### src/hdl/twist_to_steer_mode_command_unit_defines.svh
// Assertion macros shared by the drive mode command unit.
`ifndef TWIST_TO_STEER_MODE_COMMAND_UNIT_DEFINES_SVH
`define TWIST_TO_STEER_MODE_COMMAND_UNIT_DEFINES_SVH

// The antecedent implies the consequent in the same cycle.
`define TSM_ASSERT_SAME(label, ante, cons, msg) \
  label: assert property (@(posedge clk) disable iff (!rst_n) (ante) |-> (cons)) \
    else $error(msg);

// The antecedent implies the consequent in the next cycle.
`define TSM_ASSERT_NEXT(label, ante, cons, msg) \
  label: assert property (@(posedge clk) disable iff (!rst_n) (ante) |=> (cons)) \
    else $error(msg);

`endif

### src/hdl/tsm_pkg.sv
// Package with mode codes, register indexes and the arctangent table.
`default_nettype none

package tsm_pkg;

  localparam int ATAN_LEN   = 24;
  localparam int ATAN_IDX_W = 5;
  localparam int ANGLE_W    = 14;

  localparam logic [ANGLE_W-1:0] QUARTER_TURN  = 14'd12868;
  localparam logic [ANGLE_W-1:0] ACK_ANGLE_CAP = 14'd5719;

  typedef logic [1:0] mode_t;

  localparam mode_t MODE_ACKERMANN = 2'd0;
  localparam mode_t MODE_PARALLEL  = 2'd1;
  localparam mode_t MODE_SPIN      = 2'd2;
  localparam mode_t MODE_SIDESLIP  = 2'd3;

  localparam logic [2:0] CFG_OLD_VARIANT     = 3'd0;
  localparam logic [2:0] CFG_WHEEL_BASE      = 3'd1;
  localparam logic [2:0] CFG_MIN_TURN_RADIUS = 3'd2;
  localparam logic [2:0] CFG_MAX_STEER_ACK   = 3'd3;
  localparam logic [2:0] CFG_MAX_STEER_PAR   = 3'd4;
  localparam logic [2:0] CFG_MAX_TURN_RATE   = 3'd5;
  localparam logic [2:0] CFG_MAX_LAT_SPEED   = 3'd6;

  // atan(2^-i) in units of 2^-30 rad.
  function automatic logic signed [31:0] atan_lut(input logic [ATAN_IDX_W-1:0] idx);
    logic signed [31:0] v;
    unique case (idx)
      5'd0:    v = 32'sd843314857;
      5'd1:    v = 32'sd497837829;
      5'd2:    v = 32'sd263043837;
      5'd3:    v = 32'sd133525159;
      5'd4:    v = 32'sd67021687;
      5'd5:    v = 32'sd33543516;
      5'd6:    v = 32'sd16775851;
      5'd7:    v = 32'sd8388437;
      5'd8:    v = 32'sd4194283;
      5'd9:    v = 32'sd2097149;
      5'd10:   v = 32'sd1048576;
      5'd11:   v = 32'sd524288;
      5'd12:   v = 32'sd262144;
      5'd13:   v = 32'sd131072;
      5'd14:   v = 32'sd65536;
      5'd15:   v = 32'sd32768;
      5'd16:   v = 32'sd16384;
      5'd17:   v = 32'sd8192;
      5'd18:   v = 32'sd4096;
      5'd19:   v = 32'sd2048;
      5'd20:   v = 32'sd1024;
      5'd21:   v = 32'sd512;
      5'd22:   v = 32'sd256;
      5'd23:   v = 32'sd128;
      default: v = 32'sd0;
    endcase
    return v;
  endfunction

endpackage

`default_nettype wire

### src/hdl/twist_to_steer_mode_command_unit.sv
// Top level: drive mode selection sequencer with shared multiplier.
//
// Channel  Dir  Words
// in_      in   one velocity command per word
// out_     out  one mode and drive command per input word
// cfg_     in   one register write per enabled cycle
//
// Parallel and yawing Ackermann words run the CORDIC vectoring loop and the square root
// loop side by side after two passes through the shared multiplier.
// Other words take only the two passes through the shared multiplier.
// Reset is synchronous and active low and restores the register defaults.
// A result waits in the output register while the next word is taken in.
`default_nettype none

module twist_to_steer_mode_command_unit
  import tsm_pkg::*;
#(
  parameter int CORDIC_STEPS = 16
) (
  input  wire logic        clk,
  input  wire logic        rst_n,
  input  wire logic        in_tvalid,
  output logic             in_tready,
  // forward_speed[15:0], lateral_speed[31:16], yaw_rate[47:32]
  input  wire logic [47:0] in_tdata,
  output logic             out_tvalid,
  input  wire logic        out_tready,
  // drive_mode[1:0], drive_speed[18:2], steer_angle[33:19], rate_command[49:34]
  output logic [55:0]      out_tdata,
  input  wire logic        cfg_wr_en,
  input  wire logic [2:0]  cfg_addr,
  input  wire logic [15:0] cfg_wdata
);

  `include "twist_to_steer_mode_command_unit_defines.svh"

  localparam logic [2:0] S_IDLE  = 3'd0;
  localparam logic [2:0] S_MUL1  = 3'd1;
  localparam logic [2:0] S_MUL2  = 3'd2;
  localparam logic [2:0] S_START = 3'd3;
  localparam logic [2:0] S_RUN   = 3'd4;
  localparam logic [2:0] S_FIN   = 3'd5;

  logic [2:0]  state_r, state_nxt;

  logic        old_variant_r;
  logic [15:0] wheel_base_r, min_turn_radius_r;
  logic [13:0] max_steer_ack_r, max_steer_par_r;
  logic [14:0] max_turn_rate_r, max_lat_speed_r;
  logic        last_fwd_neg_r;

  logic signed [15:0] fx_r, fy_r, wz_r;
  logic [15:0] afx, afy, awz;
  logic        fx_nz, fy_nz, wz_nz;

  logic [15:0] mul_a, mul_b;
  logic [31:0] prod_r, acc_r;

  logic        unit_start, c_done, s_done, cdone_r, sdone_r, both_done;
  logic [31:0] c_y, c_x;
  logic [ANGLE_W-1:0] c_angle, ang_par, ang_ack0, ang_ack;
  logic [15:0] s_root;

  mode_t              mode_r;
  logic signed [16:0] spd_r;
  logic signed [14:0] st_r;
  logic signed [15:0] rate_r;
  logic               is_slip, is_spin;

  logic        out_valid_r;
  logic [55:0] out_data_r;

  function automatic logic signed [15:0] clamp_sym(input logic signed [15:0] v,
                                                   input logic [14:0] lim);
    logic signed [16:0] l, nl, vv, r;
    l  = $signed({2'b00, lim});
    nl = -l;
    vv = $signed({v[15], v});
    if (vv > l) begin
      r = l;
    end else if (vv < nl) begin
      r = nl;
    end else begin
      r = vv;
    end
    return r[15:0];
  endfunction

  function automatic logic signed [14:0] signed_angle(input logic [ANGLE_W-1:0] a,
                                                      input logic neg);
    logic signed [14:0] p;
    p = $signed({1'b0, a});
    return neg ? -p : p;
  endfunction

  assign afx   = fx_r[15] ? 16'(-fx_r) : 16'(fx_r);
  assign afy   = fy_r[15] ? 16'(-fy_r) : 16'(fy_r);
  assign awz   = wz_r[15] ? 16'(-wz_r) : 16'(wz_r);
  assign fx_nz = fx_r != '0;
  assign fy_nz = fy_r != '0;
  assign wz_nz = wz_r != '0;

  assign is_slip = fy_nz && !fx_nz && old_variant_r;
  assign is_spin = !fy_nz && wz_nz && ({4'd0, afx, 12'd0} < acc_r);

  always_comb begin
    if (state_r == S_MUL1) begin
      mul_a = fy_nz ? afx : min_turn_radius_r;
      mul_b = fy_nz ? afx : awz;
    end else begin
      mul_a = fy_nz ? afy : wheel_base_r;
      mul_b = fy_nz ? afy : awz;
    end
  end

  always_ff @(posedge clk) begin
    prod_r <= mul_a * mul_b;
  end

  assign unit_start = (state_r == S_START) && !is_slip && !is_spin && (fy_nz || wz_nz);
  assign c_y        = fy_nz ? {16'd0, afy} : prod_r;
  assign c_x        = fy_nz ? {16'd0, afx} : {3'd0, afx, 13'd0};
  assign both_done  = (cdone_r || c_done) && (sdone_r || s_done);

  tsm_cordic #(
    .CORDIC_STEPS(CORDIC_STEPS)
  ) u_cordic (
    .clk   (clk),
    .rst_n (rst_n),
    .start (unit_start),
    .y_in  (c_y),
    .x_in  (c_x),
    .done  (c_done),
    .angle (c_angle)
  );

  tsm_isqrt u_isqrt (
    .clk      (clk),
    .rst_n    (rst_n),
    .start    (unit_start),
    .radicand (acc_r + prod_r),
    .done     (s_done),
    .root     (s_root)
  );

  assign ang_par  = (c_angle > max_steer_par_r) ? max_steer_par_r : c_angle;
  assign ang_ack0 = (c_angle > ACK_ANGLE_CAP) ? ACK_ANGLE_CAP : c_angle;
  assign ang_ack  = (ang_ack0 > max_steer_ack_r) ? max_steer_ack_r : ang_ack0;

  always_comb begin
    state_nxt = state_r;
    unique case (state_r)
      S_IDLE:  if (in_tvalid) begin
        state_nxt = S_MUL1;
      end
      S_MUL1:  state_nxt = S_MUL2;
      S_MUL2:  state_nxt = S_START;
      S_START: state_nxt = unit_start ? S_RUN : S_FIN;
      S_RUN:   if (both_done) begin
        state_nxt = S_FIN;
      end
      S_FIN:   if (!out_valid_r || out_tready) begin
        state_nxt = S_IDLE;
      end
      default: state_nxt = S_IDLE;
    endcase
  end

  always_ff @(posedge clk) begin
    if (!rst_n) begin
      state_r           <= S_IDLE;
      old_variant_r     <= 1'b0;
      wheel_base_r      <= 16'd2023;
      min_turn_radius_r <= 16'd1925;
      max_steer_ack_r   <= 14'd5719;
      max_steer_par_r   <= 14'd12868;
      max_turn_rate_r   <= 15'd4096;
      max_lat_speed_r   <= 15'd6144;
      last_fwd_neg_r    <= 1'b0;
      out_valid_r       <= 1'b0;
      cdone_r           <= 1'b0;
      sdone_r           <= 1'b0;
    end else begin
      state_r <= state_nxt;
      if (cfg_wr_en) begin
        unique case (cfg_addr)
          CFG_OLD_VARIANT:     old_variant_r     <= cfg_wdata[0];
          CFG_WHEEL_BASE:      wheel_base_r      <= cfg_wdata;
          CFG_MIN_TURN_RADIUS: min_turn_radius_r <= cfg_wdata;
          CFG_MAX_STEER_ACK:   max_steer_ack_r   <= cfg_wdata[13:0];
          CFG_MAX_STEER_PAR:   max_steer_par_r   <= cfg_wdata[13:0];
          CFG_MAX_TURN_RATE:   max_turn_rate_r   <= cfg_wdata[14:0];
          CFG_MAX_LAT_SPEED:   max_lat_speed_r   <= cfg_wdata[14:0];
          default: ;
        endcase
      end
      if (state_r == S_START && fy_nz && !is_slip && fx_nz) begin
        last_fwd_neg_r <= fx_r[15];
      end
      if (unit_start) begin
        cdone_r <= 1'b0;
        sdone_r <= 1'b0;
      end else begin
        if (c_done) begin
          cdone_r <= 1'b1;
        end
        if (s_done) begin
          sdone_r <= 1'b1;
        end
      end
      if (state_r == S_FIN && (!out_valid_r || out_tready)) begin
        out_valid_r <= 1'b1;
      end else if (out_tready) begin
        out_valid_r <= 1'b0;
      end
    end
  end

  always_ff @(posedge clk) begin
    unique case (state_r)
      S_IDLE: begin
        fx_r <= $signed(in_tdata[15:0]);
        fy_r <= $signed(in_tdata[31:16]);
        wz_r <= $signed(in_tdata[47:32]);
      end
      S_MUL2: acc_r <= prod_r;
      S_START: begin
        spd_r  <= '0;
        st_r   <= '0;
        rate_r <= '0;
        if (is_slip) begin
          mode_r <= MODE_SIDESLIP;
          rate_r <= clamp_sym(fy_r, max_lat_speed_r);
        end else if (fy_nz) begin
          mode_r <= MODE_PARALLEL;
        end else if (is_spin) begin
          mode_r <= MODE_SPIN;
          rate_r <= clamp_sym(wz_r, max_turn_rate_r);
        end else begin
          mode_r <= MODE_ACKERMANN;
          spd_r  <= 17'(fx_r);
        end
      end
      S_RUN: if (both_done) begin
        if (mode_r == MODE_PARALLEL) begin
          if (fx_nz) begin
            st_r  <= signed_angle(ang_par, fy_r[15]);
            spd_r <= fx_r[15] ? -$signed({1'b0, s_root}) : $signed({1'b0, s_root});
          end else begin
            st_r  <= signed_angle(ang_par, last_fwd_neg_r);
            spd_r <= fy_r[15] ? -$signed({1'b0, s_root}) : $signed({1'b0, s_root});
          end
        end else begin
          st_r <= signed_angle(ang_ack, fx_nz && (wz_r[15] != fx_r[15]));
        end
      end
      S_FIN: if (!out_valid_r || out_tready) begin
        out_data_r <= {6'd0, rate_r, st_r, spd_r, mode_r};
      end
      default: ;
    endcase
  end

  assign in_tready  = state_r == S_IDLE;
  assign out_tvalid = out_valid_r;
  assign out_tdata  = out_data_r;

  `TSM_ASSERT_SAME(a_spin_slip_zero_drive,
    out_tvalid && (out_tdata[1:0] == MODE_SPIN || out_tdata[1:0] == MODE_SIDESLIP),
    out_tdata[33:2] == '0, "spinning or side-slip word carries speed or steer")
  `TSM_ASSERT_SAME(a_ack_steer_cap,
    out_tvalid && out_tdata[1:0] == MODE_ACKERMANN,
    ($signed(out_tdata[33:19]) <= 15'sd5719) && ($signed(out_tdata[33:19]) >= -15'sd5719),
    "Ackermann steer beyond forty degrees")
  `TSM_ASSERT_SAME(a_cordic_done_in_run, c_done, state_r == S_RUN,
    "CORDIC finished outside the run state")
  `TSM_ASSERT_NEXT(a_accept_starts_mul, in_tvalid && in_tready, state_r == S_MUL1,
    "accepted word did not start the multiply passes")

endmodule

`default_nettype wire

### src/hdl/tsm_cordic.sv
// Iterative CORDIC vectoring unit giving atan2 of two unsigned operands.
`default_nettype none

module tsm_cordic
  import tsm_pkg::*;
#(
  parameter int CORDIC_STEPS = 16
) (
  input  wire logic               clk,
  input  wire logic               rst_n,
  input  wire logic               start,
  input  wire logic [31:0]        y_in,
  input  wire logic [31:0]        x_in,
  output logic                    done,
  output logic [ANGLE_W-1:0]      angle
);

  localparam int CW     = 56;
  localparam int NSTEPS = (CORDIC_STEPS > ATAN_LEN) ? ATAN_LEN : CORDIC_STEPS;
  localparam logic [ATAN_IDX_W-1:0] LAST_IDX = ATAN_IDX_W'(NSTEPS - 1);

  logic signed [CW-1:0]     x_r, y_r, x_nxt, y_nxt, xs, ys;
  logic signed [31:0]       z_r, z_nxt;
  logic [ATAN_IDX_W-1:0]    idx_r;
  logic                     busy_r, fin_r, done_r;
  logic [ANGLE_W-1:0]       angle_r;
  logic [31:0]              z_pos;
  logic [32:0]              z_rnd;
  logic [15:0]              a_raw;
  logic                     y_pos;

  always_comb begin
    xs    = x_r >>> idx_r;
    ys    = y_r >>> idx_r;
    y_pos = !y_r[CW-1] && (y_r != '0);
    if (y_pos) begin
      x_nxt = x_r + ys;
      y_nxt = y_r - xs;
      z_nxt = z_r + atan_lut(idx_r);
    end else begin
      x_nxt = x_r - ys;
      y_nxt = y_r + xs;
      z_nxt = z_r - atan_lut(idx_r);
    end
    z_pos = z_r[31] ? 32'd0 : z_r;
    z_rnd = {1'b0, z_pos} + 33'd65536;
    a_raw = z_rnd[32:17];
  end

  always_ff @(posedge clk) begin
    if (!rst_n) begin
      busy_r <= 1'b0;
      fin_r  <= 1'b0;
      done_r <= 1'b0;
    end else begin
      done_r <= 1'b0;
      if (start) begin
        busy_r <= 1'b1;
        fin_r  <= 1'b0;
      end else if (busy_r) begin
        if (idx_r == LAST_IDX) begin
          busy_r <= 1'b0;
          fin_r  <= 1'b1;
        end
      end else if (fin_r) begin
        fin_r  <= 1'b0;
        done_r <= 1'b1;
      end
    end
  end

  always_ff @(posedge clk) begin
    if (start) begin
      x_r   <= $signed({4'd0, x_in, 20'd0});
      y_r   <= $signed({4'd0, y_in, 20'd0});
      z_r   <= '0;
      idx_r <= '0;
    end else if (busy_r) begin
      x_r   <= x_nxt;
      y_r   <= y_nxt;
      z_r   <= z_nxt;
      idx_r <= idx_r + 1'b1;
    end
    if (fin_r) begin
      angle_r <= (a_raw > {2'b00, QUARTER_TURN}) ? QUARTER_TURN : a_raw[ANGLE_W-1:0];
    end
  end

  assign done  = done_r;
  assign angle = angle_r;

endmodule

`default_nettype wire

### src/hdl/tsm_isqrt.sv
// Digit-by-digit square root with rounding to nearest.
`default_nettype none

module tsm_isqrt
  import tsm_pkg::*;
(
  input  wire logic        clk,
  input  wire logic        rst_n,
  input  wire logic        start,
  input  wire logic [31:0] radicand,
  output logic             done,
  output logic [15:0]      root
);

  logic [31:0] rem_r, root_r, bit_r, rem_nxt, root_nxt, sum;
  logic [3:0]  cnt_r;
  logic        busy_r, fin_r, done_r, ge;
  logic [15:0] root_out_r;

  always_comb begin
    sum      = root_r + bit_r;
    ge       = rem_r >= sum;
    rem_nxt  = ge ? rem_r - sum : rem_r;
    root_nxt = ge ? (root_r >> 1) + bit_r : root_r >> 1;
  end

  always_ff @(posedge clk) begin
    if (!rst_n) begin
      busy_r <= 1'b0;
      fin_r  <= 1'b0;
      done_r <= 1'b0;
    end else begin
      done_r <= 1'b0;
      if (start) begin
        busy_r <= 1'b1;
        fin_r  <= 1'b0;
      end else if (busy_r) begin
        if (cnt_r == 4'hF) begin
          busy_r <= 1'b0;
          fin_r  <= 1'b1;
        end
      end else if (fin_r) begin
        fin_r  <= 1'b0;
        done_r <= 1'b1;
      end
    end
  end

  always_ff @(posedge clk) begin
    if (start) begin
      rem_r  <= radicand;
      root_r <= '0;
      bit_r  <= 32'h4000_0000;
      cnt_r  <= '0;
    end else if (busy_r) begin
      rem_r  <= rem_nxt;
      root_r <= root_nxt;
      bit_r  <= bit_r >> 2;
      cnt_r  <= cnt_r + 1'b1;
    end
    if (fin_r) begin
      root_out_r <= root_r[15:0] + {15'd0, (rem_r > root_r)};
    end
  end

  assign done = done_r;
  assign root = root_out_r;

endmodule

`default_nettype wire
### config.mk
export PLATFORM = sky130hd
export DESIGN_NAME = twist_to_steer_mode_command_unit
export DESIGN_NICKNAME = d
export VERILOG_FILES = /design/src/hdl/tsm_pkg.sv /design/src/hdl/twist_to_steer_mode_command_unit.sv /design/src/hdl/tsm_cordic.sv /design/src/hdl/tsm_isqrt.sv
export VERILOG_INCLUDE_DIRS = /design/src /design/src/hdl
export SDC_FILE = /design/constraint.sdc
export NUM_CORES = 2
export LEC_CHECK = 0
export BUFFER_PORTS_ARGS = -buffer_cell sky130_fd_sc_hd__buf_2
export CAP_MARGIN = 40
export CORE_ASPECT_RATIO = 2
export CORE_MARGIN = 8
export CORE_UTILIZATION = 48
export CTS_BUF_LIST = sky130_fd_sc_hd__clkbuf_8
export DETAILED_ROUTE_END_ITERATION = 12
export PLACE_DENSITY = 0.66
export SLEW_MARGIN = 10
export SYNTH_ARGS = -nofsm -noshare
export SYNTH_HDL_FRONTEND = slang
export SYNTH_SLANG_ARGS = --single-unit
export TNS_END_PERCENT = 30
### constraint.sdc
create_clock -name clk -period 8.9 [get_ports clk]
set_input_delay 0.445 -clock clk [delete_from_list [all_inputs] [get_ports clk]]
set_output_delay 0.445 -clock clk [all_outputs]
set_load 0.05 [all_outputs]
Word-level counts from Yosys, hierarchy flattened
Memory sizes are Yosys's and may differ from the RTL's. A register that Yosys moved wholly into a read port is not among the register bits.
Index checks and enable logic that the tools add are counted.
{"block": "word_totals", "n_memories": 2, "regBits": 579, "output_inout_bits": 58, "mem_bits_ro": 1920, "elab_cells": 226}
{"name": "(name not given)", "words": 32, "word_bits": 30, "rd": 1, "rd_ports_with_merged_regs": 1, "write_ports": 0, "line": "tsm_pkg.sv:31", "source": "unique case (idx)"}
{"name": "(name not given)", "words": 32, "word_bits": 30, "rd": 1, "rd_ports_with_merged_regs": 1, "write_ports": 0, "line": "tsm_pkg.sv:31"}
{"block": "classes", "reduce_logical": 53, "n_addsub": 22, "magnitude_cmp": 11, "n_eq_ne": 19, "n_shift": 2, "bitwise_logic": 3, "mux": 72, "mul": 1}
{"cell": "$mux 16", "count": 16}
{"cell": "$mux 32", "count": 8}
{"cell": "$mux 52", "count": 4}
{"cell": "$mux 17", "count": 8}
{"cell": "$add 56x56->56", "count": 2}
{"cell": "$mux 56", "count": 2}
{"cell": "$sshr 56x5->56", "count": 2}
{"cell": "$sub 56x56->56", "count": 2}
{"cell": "$mux 15", "count": 6}
{"cell": "$add 32x32->32", "count": 2}
{"cell": "$sub 32x32->32", "count": 2}
{"cell": "$reduce_bool 56->1", "count": 1}
{"cell": "$neg 16->16", "count": 3}
{"cell": "$reduce_bool 16->1", "count": 3}
{"cell": "$mux 14", "count": 3}
{"cell": "$lt 16x17->1", "count": 2}
{"cell": "$neg 15->17", "count": 2}
{"cell": "$pmux 17 s2", "count": 1}
{"cell": "$add 32x17->33 const B", "count": 1}
{"cell": "$add 31x31->32", "count": 1}
{"cell": "$add 32x31->32", "count": 1}
{"cell": "$ge 32x32->1", "count": 1}
{"cell": "$gt 16x16->1", "count": 2}
{"cell": "$gt 32x32->1", "count": 1}
{"cell": "other kinds (37)", "count": 107}

Logic depth before layout (Yosys ltp)
{"block": "depth", "word_depth": 10, "depth_mapped": 38, "ltp_nobuf": 36}

By module
A second synthesis with hierarchy kept.
{"block": "unflattened", "hier_cells": 7294, "hier_area_um2": 63031.7}
{"module": "twist_to_steer_mode_command_unit", "cells_per_inst": 3093, "n_inst": 1, "area_each_um2": 27580.2, "seq_area_each_um2": 8007.7}
{"module": "tsm_cordic", "cells_per_inst": 3206, "n_inst": 1, "area_each_um2": 26802.0, "seq_area_each_um2": 4704.5}
{"module": "tsm_isqrt", "cells_per_inst": 995, "n_inst": 1, "area_each_um2": 8649.5, "seq_area_each_um2": 2542.4}

Worst setup path before layout
OpenSTA, ideal clock, no wires.
{"block": "synth_timing", "path_type": "reg2reg", "start": "register fy_r[1]", "end": "register prod_r[25]", "setup_time_ns": 0.072, "t_arrival_ns": 9.056, "required_ns": 8.828, "stages_incl_launch_ff": 38, "slack_ns": -0.228, "synth_period_minus_slack_ns": 9.128, "path_cell_list": "edfxtp_1 inv_1 ha_1 or3b_2 or4_1 or2_2 nor3_2 inv_1 clkbuf_1 nand2_1 clkbuf_1 o22a_1 o21a_1 clkbuf_1 nor2_1 fa_1 inv_1 fa_1 [... 2 more ...] inv_1 fa_1 inv_1 fa_1 inv_1 ha_1 a21o_1 a21o_1 a21oi_1 o21ai_0 a21oi_1 o21ai_0 a41o_1 o31a_1 nor3_1 o21bai_1 a21oi_1 xnor2_1"}
{"block": "synth_between", "elab_chain_cells": 5, "elab_cells_between_ends": 10, "classes_between": "add/sub: 1; mul: 1; mux: 7; reduce/logical: 1"}
{"element": "start, declared", "line": "twist_to_steer_mode_command_unit.sv:52", "source": "logic signed [15:0] fx_r, fy_r, wz_r;"}
{"element": "start signal, assigned", "line": "twist_to_steer_mode_command_unit.sv:223", "source": "fy_r <= $signed(in_tdata[31:16]);"}
{"element": "$neg 16->16", "line": "twist_to_steer_mode_command_unit.sv:97", "source": "assign afy = fy_r[15] ? 16'(-fy_r) : 16'(fy_r);"}
{"element": "$mux 16", "line": "twist_to_steer_mode_command_unit.sv:97"}
{"element": "$mux 16, on equally long branches", "line": "twist_to_steer_mode_command_unit.sv:111, twist_to_steer_mode_command_unit.sv:112"}
{"element": "$mux 16", "line": "twist_to_steer_mode_command_unit.sv:107", "source": "if (state_r == S_MUL1) begin"}
{"element": "$mul 16x16->32 (*)", "line": "twist_to_steer_mode_command_unit.sv:117", "source": "prod_r <= mul_a * mul_b;"}
{"element": "end signal, assigned", "line": "twist_to_steer_mode_command_unit.sv:117"}
{"element": "end, declared", "line": "twist_to_steer_mode_command_unit.sv:57", "source": "logic [31:0] prod_r, acc_r;"}
Mark *: on every way between the ends. The rest lies on a longest branch, timed or not.
A chain may end at the register's enable or synchronous reset.

Final worst setup path
{"block": "layout_timing", "start": "register fy_r[2]", "end": "register prod_r[30]"}
Same word-level chain as after synthesis.

==> impl_results.md <==
* Status: finished, final reports clean
* Total Wirelength at 263000 um
* Final net count at 8190
* Worst Hold Path Cells at 4
* Total GRT Usage at 35.7%
* YS warnings at 0
* Crit path kind: register to register
* Vias post-DR at 58822
* Cell mode on critical path: fa_1
* Asr flop ratio synth at 0%
* Synth area leaders: edfxtp_1, ha_1, dfxtp_1
* Slowest cell on the critical path: fa_1
* Clock Sinks at 609
* #FFs+latches synth at 609
* Dpl hpwl at 206000 um
* Avg Vias per Cell at 6.39
* Setup violations, final at 0
* Core box area at 0.130 mm^2
* Non-filler cells, final at 9203
* Largest net degree at the start of global routing at 130
* Routed len/inst at 28.6 um
* Post-synth EDFFs at 306
* Worst reg2reg path depth at 28
* Slew HR at 27.7%
* Final ANT Viol Nets at 0
* Post-Place Cells at 8947
* Endpoints failing hold at 0
* First-pass iteration count of the detailed router at 8
* Die height at 527 um
* Initial antenna violation count at 17
* Multi-input gate area at 0.0441 mm^2
* Cell accounting for the most synthesized area: edfxtp_1
* Grt ovf at 0
* Critical Path RT at 9.66 ns
* Arrival @ worst endpoint at 9.30 ns
* Max incr delay on CP at 0.55 ns
* Die area at 0.143 mm^2
* Residual DRC count at 0
* Crit Path Max Fanout at 5
* Tcrit/Tclk final at 95.9%
* Sequential cell area at 0.0153 mm^2
* Post-Place Worst Slack at -0.0302 ns
* Worst slew pin tran at 1.07 ns
* PnR worst setup slack at 0.366 ns
* Buffers added on ports at 123
* Final Critical Period at 8.53 ns
* Layout cells sized above 1 at 12.1%
* Die W at 271 um
* Worst min path class: input pin to register
* Deepest clock path buffer count at 3
* Clock-pin slew on the worst setup and hold paths at 0.07 ns
* CTS tree: done
* Mean Syn Cell Area at 8.74 um^2
* Initial Util at 48.3%
* Critical Path Start Type: register
* H-Tree Depth at 3
* GP Congestion at 1.21
* Synth cell types at 110
* Synth top area share at 14.7%
* Fmax at 117 MHz
* # IOs at 130
* Reg2reg start: fy_r[2]
* Max-slew violation count at 0
* # rows at 187
* Max-cap violations at 0
* Final Skew at 0.0877 ns
* Sequential element share of the synthesized area at 24.4%
* Cell area after synthesis at 0.0626 mm^2
* Root Buffer: clkbuf_8
* Final core occ at 53.4%
* Hold_ws at 0.115 ns
* Fillers at 12267
* Violation count after the first detailed-routing iteration at 5411
* Crit. End Element: register
* Clock Latency Late Sink at 0.88 ns
* Worst hold start: in_tvalid
* Number of global-route vias before repair at 59121
* First-pass GRT wire length at 382000 um
* Cts bufs inserted at 95
* Area growth, synth to finish at 10.4%
* Crit path from: fy_r[2]
* Main synth FF type: edfxtp_1
* Cells after Synth at 7168
per-stage QoR:
step | TNS, ns | cell area, um^2
6_report | 0 | 69200
5_1_grt | -0.0199 | 69200
4_1_cts | 0 | 69100
3_5_place_dp | -0.0302 | 66200
3_3_place_gp | 0 | 66000
2_1_floorplan | 0 | 62700
worst paths after layout:
| check | endpoint | slack, ns |
|---|---|---|
| setup reg to reg | prod_r[30] | 0.37 |
| setup / recovery | prod_r[30] | 0.37 |
| hold / removal | state_r[0] | 0.12 |
| hold reg to reg | out_tdata[7] | 0.42 |
sequential cells by signal, indices dropped and copies added, names as in the netlist, 17 cells and up, named ones only:
register / cells
u_cordic.z_r: 32
u_cordic.x_r: 56
out_tdata: 50
prod_r: 32
spd_r: 17
u_cordic.y_r: 56
u_isqrt.root_r: 32
u_isqrt.rem_r: 32
acc_r: 32
kinds of logic after synthesis:
logic type	share of synthesized area, %
mux	11.1
flops	24.4
other cells	0.00599
buf+inv	5.62
fa+ha+maj	16.4
simple gates	16.0
compound gates	19.2
xor+xnor	7.21
worst max-delay path: cells and delay by family (launching register included):
| kind | cells | cell delay [ns] |
|---|---|---|
| flops | 1 | 0.43 |
| simple gates | 4 | 1.42 |
| xor+xnor | 2 | 0.54 |
| fa+ha+maj | 7 | 3.42 |
| compound gates | 9 | 1.99 |
| buf+inv | 6 | 0.59 |
cell usage after synthesis, types with 51 or more instances:
library cell / count
a21boi_0: 74
a21o_1: 180
a21oi_1: 440
a31oi_1: 90
and2_1: 76
clkbuf_1: 224
dfxtp_1: 303
edfxtp_1: 306
fa_1: 199
ha_1: 504
inv_1: 490
mux2_2: 95
mux2i_1: 263
mux4_2: 107
nand2_1: 722
nand2b_1: 79
nand3_1: 134
nand4_1: 53
nor2_1: 631
nor2b_1: 77
nor3_1: 122
o21a_1: 90
o21ai_0: 360
o21bai_1: 54
o22ai_1: 84
o31ai_1: 51
or3_1: 60
xnor2_1: 312
xor2_1: 204
what timing repair did:
action                                 4_1_cts  5_1_grt
resized for setup                            2       13
pin swaps                                    0        2
endpoints found under the hold margin      133        0
setup buffers                                0        1
setup endpoints to repair                    1        9
hold buffers                                66        0
layer usage:
| layer | track usage [%] | part of all wire, % |
|---|---|---|
| met5 | 0 | 0.024 |
| met1 | 33.5 | 31 |
| met3 | 8.02 | 6.9 |
| met2 | 61.8 | 49 |
| met4 | 36.7 | 13 |
placed cells by master, fill, tap and decap left out, drive strengths merged, types with 139 or more instances in the layout:
master / synthesis / layout
o21ai: 379 / 379
ha: 504 / 504
buf: 118 / 419
mux2i: 263 / 263
dfxtp: 303 / 303
xor2: 204 / 204
xnor2: 312 / 312
inv: 494 / 521
nor2: 631 / 631
mux4: 139 / 139
a21oi: 440 / 440
fa: 199 / 199
nand2: 722 / 722
edfxtp: 306 / 306
a21o: 180 / 180
area by class of cell:
class	instances	area share, %
multi-input cells	5728	63.7
flip-flops and latches	609	22.1
repair buffers	486	5.25
well taps	1701	3.08
inverters	495	2.69
clock buffers	104	2.07
clock inverters	72	1.12
diodes	8	0.0289
Power is left out: the tool's default activity adds up to more than one toggle a clock period on the data nets, which glitch-free logic cannot reach.
